==> src/rtl/vertex_transform_clip_test_unit_defines.svh <==
// Assertion macros for the vertex transform and clip test unit
`ifndef VERTEX_TRANSFORM_CLIP_TEST_UNIT_DEFINES_SVH
`define VERTEX_TRANSFORM_CLIP_TEST_UNIT_DEFINES_SVH

// antecedent implies consequent in the same cycle
`define VTC_ASSERT_SAME(label, ante, cons, msg) \
    label: assert property (@(posedge clk) disable iff (!rst_n) (ante) |-> (cons)) \
        else $error(msg);

// antecedent implies consequent in the following cycle
`define VTC_ASSERT_NEXT(label, ante, cons, msg) \
    label: assert property (@(posedge clk) disable iff (!rst_n) (ante) |=> (cons)) \
        else $error(msg);

`endif

==> src/rtl/vtc_pkg.sv <==
// Shared types and constants for the vertex transform and clip test unit
`default_nettype none

package vtc_pkg;

    localparam int ACTION_W    = 2;
    localparam int INDEX_W     = 4;
    localparam int ELEM_W      = 32;
    localparam int VERT_W      = 32;
    localparam int PROD_W      = 2 * ELEM_W;
    localparam int ACC_W       = PROD_W + 2;
    localparam int FRAC_BITS   = 16;
    localparam int MEM_DEPTH   = 32;
    localparam int MEM_AW      = 5;
    localparam int IN_TDATA_W  = 168;
    localparam int OUT_TDATA_W = 8;

    localparam logic [ACTION_W-1:0] ACT_LOAD_MV = 2'd0;
    localparam logic [ACTION_W-1:0] ACT_LOAD_PJ = 2'd1;
    localparam logic [ACTION_W-1:0] ACT_TEST    = 2'd2;

    // half an LSB of Q16.16 in the Q34.32 accumulator
    localparam logic signed [ACC_W-1:0] ROUND_BIAS = ACC_W'(1) <<< (FRAC_BITS - 1);

    typedef struct packed {
        logic       pass;
        logic [1:0] row;
    } vtc_row_t;

    typedef struct packed {
        vtc_row_t   dst;
        logic [1:0] col;
    } vtc_tag_t;

endpackage

`default_nettype wire

==> src/rtl/vtc_matrix_mem.sv <==
// Matrix element store: one write port, one registered read port
`default_nettype none

module vtc_matrix_mem
(
    input  wire logic                          clk,
    input  wire logic                          wr_en,
    input  wire logic [vtc_pkg::MEM_AW-1:0]    wr_addr,
    input  wire logic [vtc_pkg::ELEM_W-1:0]    wr_data,
    input  wire logic                          rd_en,
    input  wire logic [vtc_pkg::MEM_AW-1:0]    rd_addr,
    output logic      [vtc_pkg::ELEM_W-1:0]    rd_data
);

    logic [vtc_pkg::ELEM_W-1:0] mem [vtc_pkg::MEM_DEPTH];

    always_ff @(posedge clk)
    begin
        if (wr_en)
        begin
            mem[wr_addr] <= wr_data;
        end
    end

    always_ff @(posedge clk)
    begin
        if (rd_en)
        begin
            rd_data <= mem[rd_addr];
        end
    end

endmodule

`default_nettype wire

==> src/rtl/vtc_mac.sv <==
// Shared multiply-accumulate unit with Q16.16 rounding and saturation
`default_nettype none

module vtc_mac
#(
    parameter int SAT_W = 32
)
(
    input  wire logic                              clk,
    input  wire logic                              rst_n,
    input  wire logic                              in_valid,
    input  wire vtc_pkg::vtc_tag_t                 in_tag,
    input  wire logic signed [vtc_pkg::ELEM_W-1:0] a,
    input  wire logic signed [vtc_pkg::ELEM_W-1:0] b,
    output logic                                   res_valid,
    output vtc_pkg::vtc_row_t                      res_row,
    output logic signed [SAT_W-1:0]                res_val
);

    localparam int RND_W = vtc_pkg::ACC_W - vtc_pkg::FRAC_BITS;

    logic                                  prod_v_reg;
    vtc_pkg::vtc_tag_t                     prod_tag_reg;
    logic signed [vtc_pkg::PROD_W-1:0]     prod_reg;
    logic signed [vtc_pkg::PROD_W-1:0]     prod_next;

    logic                                  acc_done_reg;
    logic                                  acc_done_next;
    vtc_pkg::vtc_row_t                     acc_row_reg;
    logic signed [vtc_pkg::ACC_W-1:0]      acc_reg;
    logic signed [vtc_pkg::ACC_W-1:0]      acc_next;

    logic                                  res_valid_reg;
    vtc_pkg::vtc_row_t                     res_row_reg;
    logic signed [SAT_W-1:0]               res_val_reg;
    logic signed [SAT_W-1:0]               res_val_next;

    logic signed [RND_W-1:0]               rnd;
    logic                                  fits;

    assign prod_next = a * b;

    // first column starts from the rounding bias
    always_comb
    begin
        acc_next = ((prod_tag_reg.col == 2'd0) ? vtc_pkg::ROUND_BIAS : acc_reg)
                   + vtc_pkg::ACC_W'(prod_reg);
        acc_done_next = prod_v_reg && (prod_tag_reg.col == 2'd3);
    end

    always_comb
    begin
        rnd  = acc_reg[vtc_pkg::ACC_W-1:vtc_pkg::FRAC_BITS];
        fits = (rnd[RND_W-1:SAT_W-1] == '0) || (rnd[RND_W-1:SAT_W-1] == '1);
        if (fits)
        begin
            res_val_next = rnd[SAT_W-1:0];
        end
        else if (rnd[RND_W-1])
        begin
            res_val_next = {1'b1, {(SAT_W-1){1'b0}}};
        end
        else
        begin
            res_val_next = {1'b0, {(SAT_W-1){1'b1}}};
        end
    end

    always_ff @(posedge clk or negedge rst_n)
    begin
        if (!rst_n)
        begin
            prod_v_reg    <= 1'b0;
            acc_done_reg  <= 1'b0;
            res_valid_reg <= 1'b0;
        end
        else
        begin
            prod_v_reg    <= in_valid;
            acc_done_reg  <= acc_done_next;
            res_valid_reg <= acc_done_reg;
        end
    end

    always_ff @(posedge clk)
    begin
        if (in_valid)
        begin
            prod_reg     <= prod_next;
            prod_tag_reg <= in_tag;
        end
        if (prod_v_reg)
        begin
            acc_reg     <= acc_next;
            acc_row_reg <= prod_tag_reg.dst;
        end
        if (acc_done_reg)
        begin
            res_val_reg <= res_val_next;
            res_row_reg <= acc_row_reg;
        end
    end

    assign res_valid = res_valid_reg;
    assign res_row   = res_row_reg;
    assign res_val   = res_val_reg;

endmodule

`default_nettype wire

==> src/rtl/vtc_clip.sv <==
// Viewing-volume test on the transformed vertex
`default_nettype none

module vtc_clip
#(
    parameter int SAT_W = 32
)
(
    input  wire logic signed [SAT_W-1:0] cx,
    input  wire logic signed [SAT_W-1:0] cy,
    input  wire logic signed [SAT_W-1:0] cz,
    input  wire logic signed [SAT_W-1:0] cw,
    output logic                         in_vol
);

    logic [SAT_W:0] ax;
    logic [SAT_W:0] ay;
    logic [SAT_W:0] az;
    logic [SAT_W:0] aw;

    function automatic logic [SAT_W:0] abs_val(input logic signed [SAT_W-1:0] v);
        logic signed [SAT_W:0] e;
        e = (SAT_W+1)'(v);
        return e[SAT_W] ? (SAT_W+1)'(-e) : e;
    endfunction

    always_comb
    begin
        ax     = abs_val(cx);
        ay     = abs_val(cy);
        az     = abs_val(cz);
        aw     = abs_val(cw);
        in_vol = !((ax > aw) || (ay > aw) || (az > aw));
    end

endmodule

`default_nettype wire

==> src/rtl/vertex_transform_clip_test_unit.sv <==
// Vertex transform and clip test unit: top level with sequencer and output register
//
// Input channel s_*: one transaction per item. s_tuser carries the action:
// load a modelview element, load a projection element, or test a vertex.
// Element loads go straight into the matrix store and give no result.
// Action code 3 is accepted and dropped. A test reads the 32 matrix
// elements from the store in order through one shared multiplier-accumulator:
// 16 products for the modelview pass, a drain, 16 for the projection pass,
// a drain, then one compare step. s_tready returns in the same cycle as
// the result shows on m_*; no new item is taken before then.
// The store's single read port and the dependency between the two passes
// serialize the work; one item is processed at a time.
// Output channel m_*: one transaction per test, m_tdata bit 0 = inside.
// The result sits in an output register; a new load or test is taken while
// it waits. If a second test finishes while m_tready is still low, the unit
// holds in its compare step until the register frees.
// Reset clears control state only; matrix contents are undefined until
// loaded.
`default_nettype none
`include "vertex_transform_clip_test_unit_defines.svh"

module vertex_transform_clip_test_unit
#(
    parameter int COORD_WIDTH = 32
)
(
    input  wire logic                               clk,
    input  wire logic                               rst_n,
    input  wire logic                               s_tvalid,
    output logic                                    s_tready,
    // [3:0] element_index, [35:4] element_value, [67:36] vertex_x,
    // [99:68] vertex_y, [131:100] vertex_z, [163:132] vertex_w, [167:164] zero
    input  wire logic [vtc_pkg::IN_TDATA_W-1:0]     s_tdata,
    // [1:0] action
    input  wire logic [vtc_pkg::ACTION_W-1:0]       s_tuser,
    output logic                                    m_tvalid,
    input  wire logic                               m_tready,
    // [0] inside_res, [7:1] zero
    output logic [vtc_pkg::OUT_TDATA_W-1:0]         m_tdata
);

    localparam int SAT_W = (COORD_WIDTH > 32) ? 32 : COORD_WIDTH;

    localparam logic [2:0] ST_IDLE  = 3'd0;
    localparam logic [2:0] ST_P1    = 3'd1;
    localparam logic [2:0] ST_WAIT1 = 3'd2;
    localparam logic [2:0] ST_P2    = 3'd3;
    localparam logic [2:0] ST_WAIT2 = 3'd4;
    localparam logic [2:0] ST_CMP   = 3'd5;

    logic [2:0]                        state_reg;
    logic [2:0]                        state_next;
    logic [vtc_pkg::MEM_AW-1:0]        cnt_reg;
    logic [vtc_pkg::MEM_AW-1:0]        cnt_next;

    logic                              accept;
    logic [vtc_pkg::INDEX_W-1:0]       element_index;
    logic [vtc_pkg::ELEM_W-1:0]        element_value;
    logic signed [vtc_pkg::VERT_W-1:0] vin [4];

    logic                              wr_en;
    logic                              issue;
    logic                              iss_v_reg;
    vtc_pkg::vtc_tag_t                 iss_tag_reg;
    vtc_pkg::vtc_tag_t                 iss_tag_next;
    logic [vtc_pkg::ELEM_W-1:0]        rd_data;

    logic signed [vtc_pkg::VERT_W-1:0] v_reg [4];
    logic signed [SAT_W-1:0]           t_reg [4];
    logic signed [SAT_W-1:0]           c_reg [4];
    logic signed [vtc_pkg::ELEM_W-1:0] mac_b;

    logic                              res_valid;
    vtc_pkg::vtc_row_t                 res_row;
    logic signed [SAT_W-1:0]           res_val;
    logic                              row3_done;

    logic                              in_vol;
    logic                              out_load;
    logic                              out_valid_reg;
    logic                              out_valid_next;
    logic                              out_inside_reg;

    assign element_index = s_tdata[3:0];
    assign element_value = s_tdata[35:4];
    assign vin[0]        = s_tdata[67:36];
    assign vin[1]        = s_tdata[99:68];
    assign vin[2]        = s_tdata[131:100];
    assign vin[3]        = s_tdata[163:132];

    assign s_tready = (state_reg == ST_IDLE);
    assign accept   = s_tvalid && s_tready;
    assign wr_en    = accept && ((s_tuser == vtc_pkg::ACT_LOAD_MV)
                                 || (s_tuser == vtc_pkg::ACT_LOAD_PJ));
    assign issue    = (state_reg == ST_P1) || (state_reg == ST_P2);

    assign iss_tag_next = {cnt_reg[4], cnt_reg[3:2], cnt_reg[1:0]};
    assign row3_done    = res_valid && (res_row.row == 2'd3);
    assign out_load     = (state_reg == ST_CMP) && (!out_valid_reg || m_tready);

    // loads only happen while idle, reads only while running: no overlap
    vtc_matrix_mem u_mem
    (
        .clk     (clk),
        .wr_en   (wr_en),
        .wr_addr ({(s_tuser == vtc_pkg::ACT_LOAD_PJ), element_index}),
        .wr_data (element_value),
        .rd_en   (issue),
        .rd_addr (cnt_reg),
        .rd_data (rd_data)
    );

    always_comb
    begin
        if (iss_tag_reg.dst.pass)
        begin
            mac_b = vtc_pkg::ELEM_W'(t_reg[iss_tag_reg.col]);
        end
        else
        begin
            mac_b = v_reg[iss_tag_reg.col];
        end
    end

    vtc_mac #(.SAT_W(SAT_W)) u_mac
    (
        .clk       (clk),
        .rst_n     (rst_n),
        .in_valid  (iss_v_reg),
        .in_tag    (iss_tag_reg),
        .a         (rd_data),
        .b         (mac_b),
        .res_valid (res_valid),
        .res_row   (res_row),
        .res_val   (res_val)
    );

    vtc_clip #(.SAT_W(SAT_W)) u_clip
    (
        .cx     (c_reg[0]),
        .cy     (c_reg[1]),
        .cz     (c_reg[2]),
        .cw     (c_reg[3]),
        .in_vol (in_vol)
    );

    always_comb
    begin
        state_next = state_reg;
        cnt_next   = issue ? cnt_reg + 1'b1 : cnt_reg;
        unique case (state_reg)
            ST_IDLE:
            begin
                if (accept && (s_tuser == vtc_pkg::ACT_TEST))
                begin
                    state_next = ST_P1;
                    cnt_next   = '0;
                end
            end
            ST_P1:
            begin
                if (cnt_reg[3:0] == 4'hF)
                begin
                    state_next = ST_WAIT1;
                end
            end
            ST_WAIT1:
            begin
                if (row3_done)
                begin
                    state_next = ST_P2;
                end
            end
            ST_P2:
            begin
                if (cnt_reg[3:0] == 4'hF)
                begin
                    state_next = ST_WAIT2;
                end
            end
            ST_WAIT2:
            begin
                if (row3_done)
                begin
                    state_next = ST_CMP;
                end
            end
            ST_CMP:
            begin
                if (out_load)
                begin
                    state_next = ST_IDLE;
                end
            end
            default:
            begin
                state_next = ST_IDLE;
            end
        endcase
    end

    always_comb
    begin
        if (out_load)
        begin
            out_valid_next = 1'b1;
        end
        else if (m_tready)
        begin
            out_valid_next = 1'b0;
        end
        else
        begin
            out_valid_next = out_valid_reg;
        end
    end

    always_ff @(posedge clk or negedge rst_n)
    begin
        if (!rst_n)
        begin
            state_reg     <= ST_IDLE;
            cnt_reg       <= '0;
            iss_v_reg     <= 1'b0;
            out_valid_reg <= 1'b0;
        end
        else
        begin
            state_reg     <= state_next;
            cnt_reg       <= cnt_next;
            iss_v_reg     <= issue;
            out_valid_reg <= out_valid_next;
        end
    end

    always_ff @(posedge clk)
    begin
        if (accept && (s_tuser == vtc_pkg::ACT_TEST))
        begin
            v_reg <= vin;
        end
        if (issue)
        begin
            iss_tag_reg <= iss_tag_next;
        end
        if (res_valid)
        begin
            if (res_row.pass)
            begin
                c_reg[res_row.row] <= res_val;
            end
            else
            begin
                t_reg[res_row.row] <= res_val;
            end
        end
        if (out_load)
        begin
            out_inside_reg <= in_vol;
        end
    end

    assign m_tvalid = out_valid_reg;
    assign m_tdata  = {{(vtc_pkg::OUT_TDATA_W-1){1'b0}}, out_inside_reg};

    `VTC_ASSERT_SAME(a_idle_drained, s_tready, (!iss_v_reg && !res_valid), "input taken while busy")
    `VTC_ASSERT_SAME(a_row3_in_wait, row3_done, (state_reg == ST_WAIT1 || state_reg == ST_WAIT2), "last row outside drain")
    `VTC_ASSERT_NEXT(a_cmp_loads_out, out_load, (m_tvalid && state_reg == ST_IDLE), "result not registered")

endmodule

`default_nettype wire
==> config.mk <==
export PLATFORM = sky130hd
export DESIGN_NAME = vertex_transform_clip_test_unit
export DESIGN_NICKNAME = d
export VERILOG_FILES = /design/src/rtl/vtc_pkg.sv /design/src/rtl/vtc_matrix_mem.sv /design/src/rtl/vtc_mac.sv /design/src/rtl/vtc_clip.sv /design/src/rtl/vertex_transform_clip_test_unit.sv
export VERILOG_INCLUDE_DIRS = /design/src /design/src/rtl
export SDC_FILE = /design/constraint.sdc
export NUM_CORES = 2
export LEC_CHECK = 0
export BUFFER_PORTS_ARGS = -buffer_cell sky130_fd_sc_hd__buf_4
export CAP_MARGIN = 10
export CELL_PAD_IN_SITES_DETAIL_PLACEMENT = 1
export CELL_PAD_IN_SITES_GLOBAL_PLACEMENT = 1
export CORE_MARGIN = 4
export CORE_UTILIZATION = 45
export CTS_BUF_LIST = sky130_fd_sc_hd__clkbuf_4
export DETAILED_ROUTE_END_ITERATION = 12
export GPL_TIMING_DRIVEN = 0
export PLACE_DENSITY_LB_ADDON = 0.1
export SLEW_MARGIN = 20
export SYNTH_ARGS = -nofsm -noshare
export SYNTH_HDL_FRONTEND = slang
export SYNTH_SLANG_ARGS = --single-unit
export TNS_END_PERCENT = 5
==> constraint.sdc <==
create_clock -name clk -period 10.7 [get_ports clk]
set_input_delay 0 -clock clk [delete_from_list [all_inputs] [get_ports clk]]
set_output_delay 0 -clock clk [all_outputs]
set_load 0.01 [all_outputs]
==> reports/results.ini <==
[drt]
postRouteAntennaNets = 0
dr.first_iter.drc_count = 5680
drt_pass1_iterations = 5
wirelength_um = 374000
route.detailed.drc = 0
viasPerCell = 5.693
wl_per_cell_um = 31.15
vias = 68350

[layout]
final_cell_mix = 1619 x edfxtp_1, 1079 x fa_1, 998 x inv_1
largest-register = u_mem.mem
drive_above_1_share = 0.1764
largest_reg_flops = 1024
fill_cells = 22890
area_growth_pct = 17.20
final_cells = 12010
seq_area_sq_um = 48990
design_area_sq_um = 122800
final_common_cell = edfxtp_1
multi_input_area_sq_um = 51060
final_nets = 10260

[floorplan]
ios = 184
initial_utilization = 0.4540
die_area_sq_um = 240600
rows = 176
die_h_um = 490.5
die_w_um = 490.5
core_sq_um = 230800

[timing]
finalClockSkew_ns = 0.2508
tightest_slew_ns = 1.184
fin_crit_ns = 10.56
slew-limit-headroom = 0.2109
period_share = 0.9866
report.final.setup_viol = 0
drv_slew = 0
rsz0062_at_grt = yes
timing.fmax_ghz = 0.09473
hold_viol_final = 0
whs_ns = 0.1778

[synth]
synth.distinct_cells = 86
synth_edf_count = 1619
yosysSeqAreaShare = 0.4675
synth_cells = 7444
muxShareOfSynthArea = 0.08999
synth_top_family_by_area = adder cells
syn_area_sq_um = 104800
synth_area_leaders = edfxtp_1 46%, fa_1 21%, mux4_2 8.3%
synth_compound_gate_area_share = 0.04069
yosys.area.top_type = edfxtp_1
yosysWarnings = 0
yosys.area_share.simple = 0.08110
async_reset_ff_frac = 0.007956
synth-seq-cells = 1634
avgSynthCellArea_sq_um = 14.07
synth_fa_ha_area_frac = 0.2491
synth_xor_area_frac = 0.02132
synth_top_area_frac = 0.4641
synth_top_flop_cell = edfxtp_1

[global_routing]
antenna_found_initial = 50
grt_pass1_vias = 74970
grtUsageMet1 = 0.3888
grt-ovfl-total = 0
met3_usage = 0.05258
grt-busiest-layer = met2
use_met2 = 0.5260
grt_pass1_wl_um = 538800
grt_max_degree = 61
track_usage = 0.3123

[setup_path]
r2r-end = u_mac.prod_reg[62]
worstRegToRegCells = 28
cp.arrival_ns = 11.53
crit_top_cell = fa_1
crit_fanout = 10
crit_path_end_kind = flop
slowest_stage = clkbuf_1
crit_path_max_incr_delay_ns = 0.89
cp.required_ns = 11.68
r2r_slack_ns = 0.14
reg2reg_from = iss_tag_reg[1]
setup.worst_path.start = iss_tag_reg[1]
critical_path_class = flop to flop
worst_setup_path_start_kind = flop
endpoint = u_mac.prod_reg[62]

[clock_network]
clockRootBuffer = clkbuf_4
cts_buffer_depth = 4
h-tree-depth = 5
cts.sinks = 1634
cts_tree = yes
clk_pin_slew_worst_paths_ns = 0.07
clk-insertion-delay-late_ns = 1.44
cts_buffers = 426

[place]
gp_congestion = 0.9407
hpwl_um = 270200
placed_area_sq_um = 112400
dp.cells = 10750
port_buffers = 172

[run]
drv_cap = 0

[status]
status = finished, final reports clean

[min_path]
hp-class = input pin to flop

## critical path: cells and delay by family, from the launching register on
family	cells	cell delay, ns
adders and majority gates	9	4.52
xor gates and xnor gates	1	0.32
and+or+nand+nor	6	1.40
AOI/OAI and AO/OA	4	1.25
DFF	1	0.55
buffers and inverters	6	1.67
muxes	2	0.51
## layout make-up
cell class / count / share of cell area
repair buffers: 771 / 0.06814
flip-flops and latches: 1634 / 0.3990
inverters: 1000 / 0.03057
well taps: 3026 / 0.03084
multi-input cells: 4456 / 0.4158
clock inverters: 126 / 0.005279
clock buffers: 595 / 0.03638
plain buffers: 359 / 0.01319
diodes: 38 / 0.0007745
## Yosys cell counts (7+ instances only)
cell type	instances
edfxtp_1	1619
fa_1	1083
inv_1	1000
nand2_1	582
mux4_2	384
nor2b_1	381
ha_1	353
clkbuf_1	302
and2_1	227
xnor2_1	187
nor2_1	165
a21oi_1	161
a21o_1	127
o21ai_0	125
xor2_1	68
nand2b_1	58
nand4_1	56
mux2_2	55
buf_1	44
nand3_1	42
o31ai_1	36
nor3_1	32
o21bai_1	31
o21a_1	25
or4_1	22
o41ai_1	21
nor4_1	19
or3_1	19
or2_2	17
mux2i_1	16
a211oi_1	15
a31oi_1	13
and3_1	13
dfrtp_1	13
o211ai_1	12
buf_4	9
a2111oi_0	7
## kinds of logic (layout without fill, tap and decap cells)
family / after synthesis / count (layout)
adder cells (fa/ha/maj): 1436 / 1436
AND/OR/NAND/NOR: 1658 / 1658
XOR/XNOR: 255 / 255
flip-flops: 1634 / 1634
buffers and inverters: 1365 / 2851
AO/OA/AOI/OAI: 639 / 639
multiplexers: 455 / 455
other: 2 / 51
## per-layer routing
metal / up-vias / wire length (um)
met5: - / 80
met2: 2847 / 185500
met1: 36250 / 143100
met4: 12 / 21930
met3: 858 / 23370
li1: 28380 / -
## how the worst min path moves through the flow
stage / to / startpoint / cells after the start / slack, ns
finish: m_tvalid / m_tready / 5 / 0.18
global route: m_tvalid / m_tready / 5 / 0.14
CTS: m_tvalid / m_tready / 5 / 0.04
detailed placement: u_mac.acc_done_reg / rst_n / 1 / -0.12
global placement: cnt_reg[1] / rst_n / 1 / -0.13
floorplan: cnt_reg[0] / rst_n / 0 / -0.30
## stage by stage
stage | TNS, ns | setup slack [ns] | utilization
final | 0 | 0.1433 | 0.5320
after global routing | -0.1584 | -0.08624 | 0.5318
after CTS | 0 | 0.02284 | 0.5308
after detailed placement | -21.78 | -1.782 | 0.4871
after global placement | -81.01 | -2.510 | 0.4762
after floorplan | 0 | 1.297 | -
## timing repair
| item | CTS | global route |
|---|---|---|
| endpoints found under the hold margin | 2326 | 320 |
| buffers inserted | 12 | 3 |
| setup endpoints to repair | 33 | 9 |
| pin swaps | 2 | 1 |
| gates resized for setup | 63 | 40 |
| hold buffers | 472 | 10 |
Power is left out: the tool's default activity adds up to more than one toggle a clock period on the data nets, which glitch-free logic cannot reach.
